### config.mk
export PLATFORM = sky130hd
export DESIGN_NAME = afrc_ctrl
export DESIGN_NICKNAME = d
export VERILOG_FILES = /design/src/hw/rtl/afrc_pkg.sv /design/src/hw/rtl/afrc_ctrl.sv
export SDC_FILE = /design/constraint.sdc
export NUM_CORES = 1
export LEC_CHECK = 0
export BUFFER_PORTS_ARGS = -buffer_cell sky130_fd_sc_hd__buf_2
export CAP_MARGIN = 40
export CELL_PAD_IN_SITES_DETAIL_PLACEMENT = 1
export CELL_PAD_IN_SITES_GLOBAL_PLACEMENT = 2
export CORE_AREA = 2 2 57 59
export DETAILED_ROUTE_END_ITERATION = 16
export DIE_AREA = 0 0 59 61
export HOLD_SLACK_MARGIN = 0.05
export PLACE_DENSITY = 0.87
export SLEW_MARGIN = 10
export SYNTH_ARGS = -nofsm -noshare
export SYNTH_HDL_FRONTEND = slang
export SYNTH_SLANG_ARGS = --single-unit
### constraint.sdc
create_clock -name clock -period 1.8 [get_ports clock]
set_input_delay 0.09 -clock clock [delete_from_list [all_inputs] [get_ports clock]]
set_output_delay 0.09 -clock clock [all_outputs]
set_load 0.01 [all_outputs]
### src/hw/rtl/afrc_pkg.sv
`timescale 1ns / 1ps
// -----------------------------------------------------------------------------
// afrc_pkg
// Shared types and constants of the audio buffer rate-control monitor.
// -----------------------------------------------------------------------------
package afrc_pkg;

   localparam int LEVEL_W    = 21;
   localparam int RATIO_W    = 32;
   localparam int DELTA_W    = 16;
   localparam int CNT_W      = 11;
   localparam int CSR_IDX_W  = 2;
   localparam int CSR_DATA_W = 32;
   localparam int WIDE_W     = 64;
   localparam int DIVR_W     = 32;

   localparam logic [CSR_IDX_W-1:0] CSR_BUFFER_SIZE = 2'd0;
   localparam logic [CSR_IDX_W-1:0] CSR_BASE_RATIO  = 2'd1;
   localparam logic [CSR_IDX_W-1:0] CSR_RATE_DELTA  = 2'd2;

   localparam logic [LEVEL_W-1:0] RST_BUFFER_SIZE = 21'd4096;
   localparam logic [RATIO_W-1:0] RST_BASE_RATIO  = 32'd65536;
   localparam logic [DELTA_W-1:0] RST_RATE_DELTA  = 16'd328;

   localparam logic [31:0] MIN_ENTRIES = 32'd3;

   localparam logic OP_MEASURE = 1'b0;
   localparam logic OP_REPORT  = 1'b1;

   typedef enum logic [4:0] {
      ST_IDLE,
      ST_M_PREP,
      ST_M_DIV,
      ST_M_DIV_WAIT,
      ST_M_MUL_LO,
      ST_M_MUL_HI,
      ST_M_SAT,
      ST_R_SUM,
      ST_R_SUM_WAIT,
      ST_R_MEAN_DIV,
      ST_R_MEAN_WAIT,
      ST_R_SQ,
      ST_R_SQ_WAIT,
      ST_R_VAR_DIV,
      ST_R_VAR_WAIT,
      ST_R_SQRT,
      ST_R_SQRT_WAIT,
      ST_DONE
   } state_type;

   typedef enum logic [1:0] {
      OUT_RATIO,
      OUT_ZERO,
      OUT_REPORT
   } out_sel_type;

   typedef enum logic [1:0] {
      DIV_RATIO,
      DIV_MEAN,
      DIV_VAR
   } div_sel_type;

   typedef struct packed {
      logic        meas_take;
      logic        rpt_take;
      logic        prep;
      logic        div_start;
      div_sel_type div_sel;
      logic        mul_lo;
      logic        mul_hi;
      logic        sat;
      logic        walk_start;
      logic        walk_sq;
      logic        mean_load;
      logic        sqrt_start;
      logic        load_out;
      out_sel_type out_sel;
   } cmd_type;

   typedef struct packed {
      logic half_zero;
      logic few;
      logic div_done;
      logic walk_busy;
      logic sqrt_done;
   } sts_type;

endpackage

### src/hw/rtl/afrc_ctrl.sv
`timescale 1ns / 1ps
// -----------------------------------------------------------------------------
// afrc_ctrl
// Sequencer that steps the datapath through measure and report beats.
// -----------------------------------------------------------------------------
module afrc_ctrl
   import afrc_pkg::*;
(
   input  logic    clock,
   input  logic    reset,
   input  logic    req_valid,
   input  logic    req_op,
   output logic    req_ready,
   output logic    rsp_valid,
   input  logic    rsp_ready,
   input  sts_type sts,
   output cmd_type cmd
);

   state_type   state_ff, state_in;
   out_sel_type sel_ff, sel_in;
   logic        valid_ff, valid_in;
   logic        accept;
   logic        slot_free;

   assign req_ready = (state_ff == ST_IDLE);
   assign accept    = req_valid && req_ready;
   assign slot_free = !valid_ff || rsp_ready;
   assign rsp_valid = valid_ff;

   always_comb begin
      state_in = state_ff;
      case (state_ff)
         ST_IDLE: begin
            if (accept) begin
               if (req_op == OP_MEASURE) begin
                  state_in = ST_M_PREP;
               end else if (sts.few) begin
                  state_in = ST_DONE;
               end else begin
                  state_in = ST_R_SUM;
               end
            end
         end
         ST_M_PREP:      state_in = sts.half_zero ? ST_DONE : ST_M_DIV;
         ST_M_DIV:       state_in = ST_M_DIV_WAIT;
         ST_M_DIV_WAIT:  if (sts.div_done) state_in = ST_M_MUL_LO;
         ST_M_MUL_LO:    state_in = ST_M_MUL_HI;
         ST_M_MUL_HI:    state_in = ST_M_SAT;
         ST_M_SAT:       state_in = ST_DONE;
         ST_R_SUM:       state_in = ST_R_SUM_WAIT;
         ST_R_SUM_WAIT:  if (!sts.walk_busy) state_in = ST_R_MEAN_DIV;
         ST_R_MEAN_DIV:  state_in = ST_R_MEAN_WAIT;
         ST_R_MEAN_WAIT: if (sts.div_done) state_in = ST_R_SQ;
         ST_R_SQ:        state_in = ST_R_SQ_WAIT;
         ST_R_SQ_WAIT:   if (!sts.walk_busy) state_in = ST_R_VAR_DIV;
         ST_R_VAR_DIV:   state_in = ST_R_VAR_WAIT;
         ST_R_VAR_WAIT:  if (sts.div_done) state_in = ST_R_SQRT;
         ST_R_SQRT:      state_in = ST_R_SQRT_WAIT;
         ST_R_SQRT_WAIT: if (sts.sqrt_done) state_in = ST_DONE;
         ST_DONE:        if (slot_free) state_in = ST_IDLE;
         default:        state_in = ST_IDLE;
      endcase
   end

   always_comb begin
      cmd         = '0;
      cmd.div_sel = DIV_RATIO;
      cmd.out_sel = sel_ff;
      case (state_ff)
         ST_IDLE: begin
            cmd.meas_take = accept && (req_op == OP_MEASURE);
            cmd.rpt_take  = accept && (req_op == OP_REPORT);
         end
         ST_M_PREP:   cmd.prep = 1'b1;
         ST_M_DIV:    cmd.div_start = 1'b1;
         ST_M_MUL_LO: cmd.mul_lo = 1'b1;
         ST_M_MUL_HI: cmd.mul_hi = 1'b1;
         ST_M_SAT:    cmd.sat = 1'b1;
         ST_R_SUM:    cmd.walk_start = 1'b1;
         ST_R_MEAN_DIV: begin
            cmd.div_start = 1'b1;
            cmd.div_sel   = DIV_MEAN;
         end
         ST_R_SQ: begin
            cmd.mean_load  = 1'b1;
            cmd.walk_start = 1'b1;
            cmd.walk_sq    = 1'b1;
         end
         ST_R_VAR_DIV: begin
            cmd.div_start = 1'b1;
            cmd.div_sel   = DIV_VAR;
         end
         ST_R_SQRT: cmd.sqrt_start = 1'b1;
         ST_DONE:   cmd.load_out = slot_free;
         default:   cmd = '0;
      endcase
   end

   always_comb begin
      sel_in = sel_ff;
      if (accept) begin
         if (req_op == OP_MEASURE) begin
            sel_in = OUT_RATIO;
         end else begin
            sel_in = sts.few ? OUT_ZERO : OUT_REPORT;
         end
      end
      valid_in = valid_ff;
      if (cmd.load_out) begin
         valid_in = 1'b1;
      end else if (rsp_ready) begin
         valid_in = 1'b0;
      end
   end

   always_ff @(posedge clock) begin
      if (reset) begin
         state_ff <= ST_IDLE;
         sel_ff   <= OUT_ZERO;
         valid_ff <= 1'b0;
      end else begin
         state_ff <= state_in;
         sel_ff   <= sel_in;
         valid_ff <= valid_in;
      end
   end

endmodule

Word-level counts from Yosys, hierarchy flattened

Index checks and enable logic that the tools add are counted.
Widths: inputs -> output; s select.

Flip-flop bits (word level): 8
Bits of input ports: 10
Output and inout bits: 18
Word-level logic and storage cells: 68

Eq/ne operators: 25
Muxes and demuxes: 28
Bitwise gates (word level): 1
Reduce and logical (&&, ||, !) cells: 11

Operators with widths:

| cell               | number |
|---|---|
| $pmux 5 s18        | 1 |
| $mux 5             | 11 |
| $eq 5x4->1 const B | 8 |
| $eq 5x3->1 const B | 4 |
| $ne 2x2->1 const B | 7 |
| $reduce_or 12->1   | 1 |
| $eq 5x2->1 const B | 2 |
| $eq 5x5->1 const B | 2 |
| $mux 1             | 10 |
| $mux 2             | 5 |
| $reduce_and 8->1   | 1 |
| $eq 5x1->1 const B | 1 |
| $logic_not 5->1    | 1 |
| $pmux 2 s2         | 1 |
| $logic_and 1x1->1  | 3 |
| $reduce_or 3->1    | 1 |
| $ne 2x1->1 const B | 1 |
| $reduce_bool 2->1  | 1 |
| $reduce_or 2->1    | 1 |
| $logic_not 1->1    | 1 |
| $logic_or 1x1->1   | 1 |
| $not 1->1          | 1 |

Logic depth before layout (Yosys ltp)

Depth in word-level cells: 4
Depth in mapped cells: 6
Mapped depth without buffers: 6

Worst setup path after synthesis

OpenSTA, ideal clock, no wires.

Path type: flip-flop to flip-flop
Start point: register state_ff[2]
End point: register state_ff[2]
Setup time: 126 ps
Arrival time: 1326 ps
Required time: 1674 ps
Slack: 348 ps
Stages on the path, launching flop included: 6
Path buffers: 0
Period minus slack after synthesis: 1452 ps
Cells stage by stage: dfxtp_1 -> nor4_1 -> nand2b_1 -> o2111ai_1 -> mux2i_1 -> nor2_1

Cells in the longest elaborated chain, start to end: 4
Elaborated cells between the ends (all ways): 29
Those cells by class: eq/ne (25); mux (1); reduce/logical (3)

RTL lines:

| item                       | line                             | text |
|---|---|---|
| start: declaration         | afrc_ctrl.sv:20                  | `state_type state_ff, state_in;` |
| start signal: assignment   | afrc_ctrl.sv:123                 | `state_ff <= state_in;` |
| $logic_not 5->1            | afrc_ctrl.sv:26, afrc_ctrl.sv:33 |  |
| $logic_and 1x1->1          | afrc_ctrl.sv:27                  | `assign accept = req_valid && req_ready;` |
| $ne 2x1->1 (no line)       | -                                |  |
| $reduce_and 8->1 (no line) | -                                |  |

Several ways; a longest one is shown, not always the timed one.
A chain may end at the register's enable or synchronous reset.

==> out/results.tsv <==
stage	metric	value	unit
clock_tree	CTS Buf Count	3	
synth	syn_nets	111	
grt	GRT overflow	0	
detailed_routing	total number of vias	840	
placed_design	GPL Wtd Cong	0.755	
pwr	leakage power	0.412	nW
grt	initial antenna violation count	0	
grt	largest net degree at the start of global routing	14	
setup_path	CP delay by family, top	simple AND/OR/NAND/NOR gates	
grt	Total Routing Usage GR	13.8	%
setup_path	Setup CP Type	register to output pin	
clock_tree	Hold Buf Count CTS	0	
setup_path	r2r worst-path depth	5	
clock_tree	CTS tree	built	
setup_path	r2r setup slk	0.16	ns
floorplan	IO Count	28	
cells_and_area	fraction of layout cells with a size suffix above 1	37.8	%
placed_design	pre-CTS setup slack	0.0403	ns
setup_path	max incr delay on CP	0.41	ns
setup_path	crit path max fanout	11	
detailed_routing	WL/cell	14.6	µm
synth	Synth Cell Area	727	µm²
sta	Setup violations, final	0	
floorplan	Site Rows	20	
detailed_routing	DRC	0	
cells_and_area	n_diodes	0	
clock_tree	Post-CTS Setup Inserts	0	
job	Max-Cap Viols	0	
sta	setup ws final	0.0572	ns
cells_and_area	most frequent cells in the layout	buf_2, nor2_1, a21oi_1	
grt	vias in the first global route	773	
placed_design	Final HPWL DP	1780	µm
setup_path	Buf+Inv Stages, Crit Path	2	
sta	Slew Limit Headroom	74.7	%
setup_path	Slowest cell on crit path	or3_4	
synth	syn avg cell area	7.20	µm²
synth	#FFs+latches synth	8	
sta	Final Hold Fails	0	
sta	Slew @ Worst Pin	0.379	ns
clock_tree	clk_lat worst skew	0.27	ns
sta	Final Max Tran Viols	0	
synth	Synth area leader	dfxtp_1	
setup_path	FF-to-FF Start	state_ff[3]$_SDFFE_PP0P_	
floorplan	total core area	0.00295	mm²
floorplan	Die W	59	µm
cells_and_area	final layout net count	139	
synth	Yosys cell types	39	
clock_tree	root buf cell	clkbuf_4	
floorplan	Initial Util	24.6	%
clock_tree	clock slew at reported path FFs	0.06	ns
clock_tree	CTS Sinks	8	
setup_path	CP arrival	1.65	ns
hold_path	Worst Hold Launch	reset	
hold_path	worst hold endpoint	state_ff[1]$_SDFFE_PP0P_	
synth	largest cells by area after synthesis	dfxtp_1, a21oi_1, nor2_1	
cells_and_area	commonest non-fill, non-tap cell in the layout	buf_2	
detailed_routing	starting DRC count in detailed routing	7	
setup_path	Reg2Reg Capture Point	state_ff[0]$_SDFFE_PP0P_	
synth	post-synth top area share	22.0	%
clock_tree	Max Buffers Root-to-Sink	2	
detailed_routing	vias per cell	5.25	
placed_design	I/O Buffers	27	
synth	Mapped Cells	101	
grt	first-pass GRT wire length	3640	µm
setup_path	Worst setup EP type	output pin	
hold_path	hold path cells	2	
floorplan	die area	0.00360	mm²
outcome	run status	completed	
setup_path	CP Launch Type	register	
sta	Final Cycle Share	96.8	%
synth	register area share after synthesis	22.0	%
floorplan	die height	61	µm
detailed_routing	Post-Route WL	2330	µm
sta	Min Hold Slack	0.110	ns
hold_path	Worst Hold Class	input pin to register	
synth	yosys warns	0	
sta	fin crit period	1.74	ns
sta	Fmax	574	MHz
detailed_routing	drt pass-1 iters	3	
clock_tree	H-tree levels	1	
setup_path	CP Cell Sequence	buf_4 -> or3_4 -> o21ai_2 -> a21oi_1 -> nor2b_1 -> buf_2	
cells_and_area	Area growth syn-to-layout	29.8	%
sta	skew final	0.00699	ns
pwr	worst IR drop on VDD	583	µV
setup_path	Req. time, crit path	1.71	ns
detailed_routing	Post-DRT Antenna Nets	0	
pwr	power per cell area	1550	mW/mm²
## metal layers
layer	GRT usage [%]	up-vias	part of all wire [%]
met3	1.92	5	2.3
met5	0	-	0
met4	7.79	0	2.1
met1	16.6	401	42
li1	-	421	-
met2	23.5	13	54
## layout make-up
class | count | area (µm²)
inverters | 3 | 11.3
fillers | 379 | 2010
well taps | 33 | 41.3
multi-input cells | 80 | 515
flip-flops and latches | 8 | 169
repair buffers | 33 | 184
clock buffers | 3 | 22.5
## metrics by stage
stage               cells  utilization (%)  power (W)  setup TNS (ns)  area, µm²
detailed placement    157             30.0    0.00124               0        885
global route          160             31.9    0.00158        -0.00988        943
CTS                   160             30.9    0.00141               0        913
floorplan             101                -   0.000994               0        727
finish                160             31.9    0.00146               0        943
global placement      157             30.0    0.00122               0        885
## sequential cells by signal (all words and copies together), names as in the netlist
name,count
rsp_valid,1
sel_ff,2
state_ff,5
## Yosys cell counts
cell and count:
a211o_1 3, a21oi_1 9, a22oi_1 1, a311oi_1 1
a31oi_1 2, and3_1 1, and3b_1 1, buf_1 1
buf_2 3, buf_4 2, buf_6 2, clkbuf_1 2
dfxtp_1 8, inv_1 1, inv_2 2, mux2i_1 1
nand2_1 6, nand2b_1 3, nand2b_4 1, nand3_1 3
nand3b_1 1, nand4b_1 1, nor2_1 12, nor2b_1 5
nor2b_2 1, nor3_1 6, nor3b_1 3, nor4_1 4
o2111ai_1 1, o211ai_1 1, o211ai_2 2, o21ai_0 2
o21ai_1 1, o22ai_1 1, o31ai_1 1, or2_1 1
or3_1 2, or4b_1 2, xnor2_1 1
## worst reg2reg max path, cell delays in order, from the launching register on
cell	delay, ns
dfxtp_1	0.38
nor4_4	0.29
nand2b_1	0.14
o2111ai_1	0.37
o21ai_0	0.18
a21oi_1	0.20
## worst max path at each step
stage / from / end / cells after the start
2_1_floorplan: state_ff[2]$_SDFFE_PP0P_ / state_ff[2]$_SDFFE_PP0P_ / 5
3_3_place_gp: state_ff[0]$_SDFFE_PP0P_ / state_ff[2]$_SDFFE_PP0P_ / 5
4_1_cts: state_ff[2]$_SDFFE_PP0P_ / cmd[0] / 6
3_5_place_dp: state_ff[0]$_SDFFE_PP0P_ / state_ff[2]$_SDFFE_PP0P_ / 5
6_report: state_ff[2]$_SDFFE_PP0P_ / cmd[0] / 6
5_1_grt: state_ff[3]$_SDFFE_PP0P_ / state_ff[0]$_SDFFE_PP0P_ / 5
## cell families (layout without fill, tap and decap cells)
logic type	after synthesis	count (layout)	synth area share [%]
and+or+nand+nor	53	53	41.7
DFF	8	8	22.0
xor gates and xnor gates	1	1	1.21
AOI/OAI and AO/OA	25	25	23.4
muxes	1	1	1.38
buffers and inverters	13	39	10.3
## power by group
part	internal (W)	switching (W)	leakage (nW)	total [W]
registers	0.000247	0.000108	0.0671	0.000355
logic	0.000424	0.000531	0.331	0.000955
clock network	0.0000772	0.0000740	0.0138	0.000151
total	0.000748	0.000713	0.412	0.00146
## repair_timing
action                                  CTS  global route
endpoints found under the setup margin    3             6
pin swaps                                 0             0
endpoints found under the hold margin     0             0
resized for setup                         2             8
No activity file was read; power rests on OpenSTA's default activity.
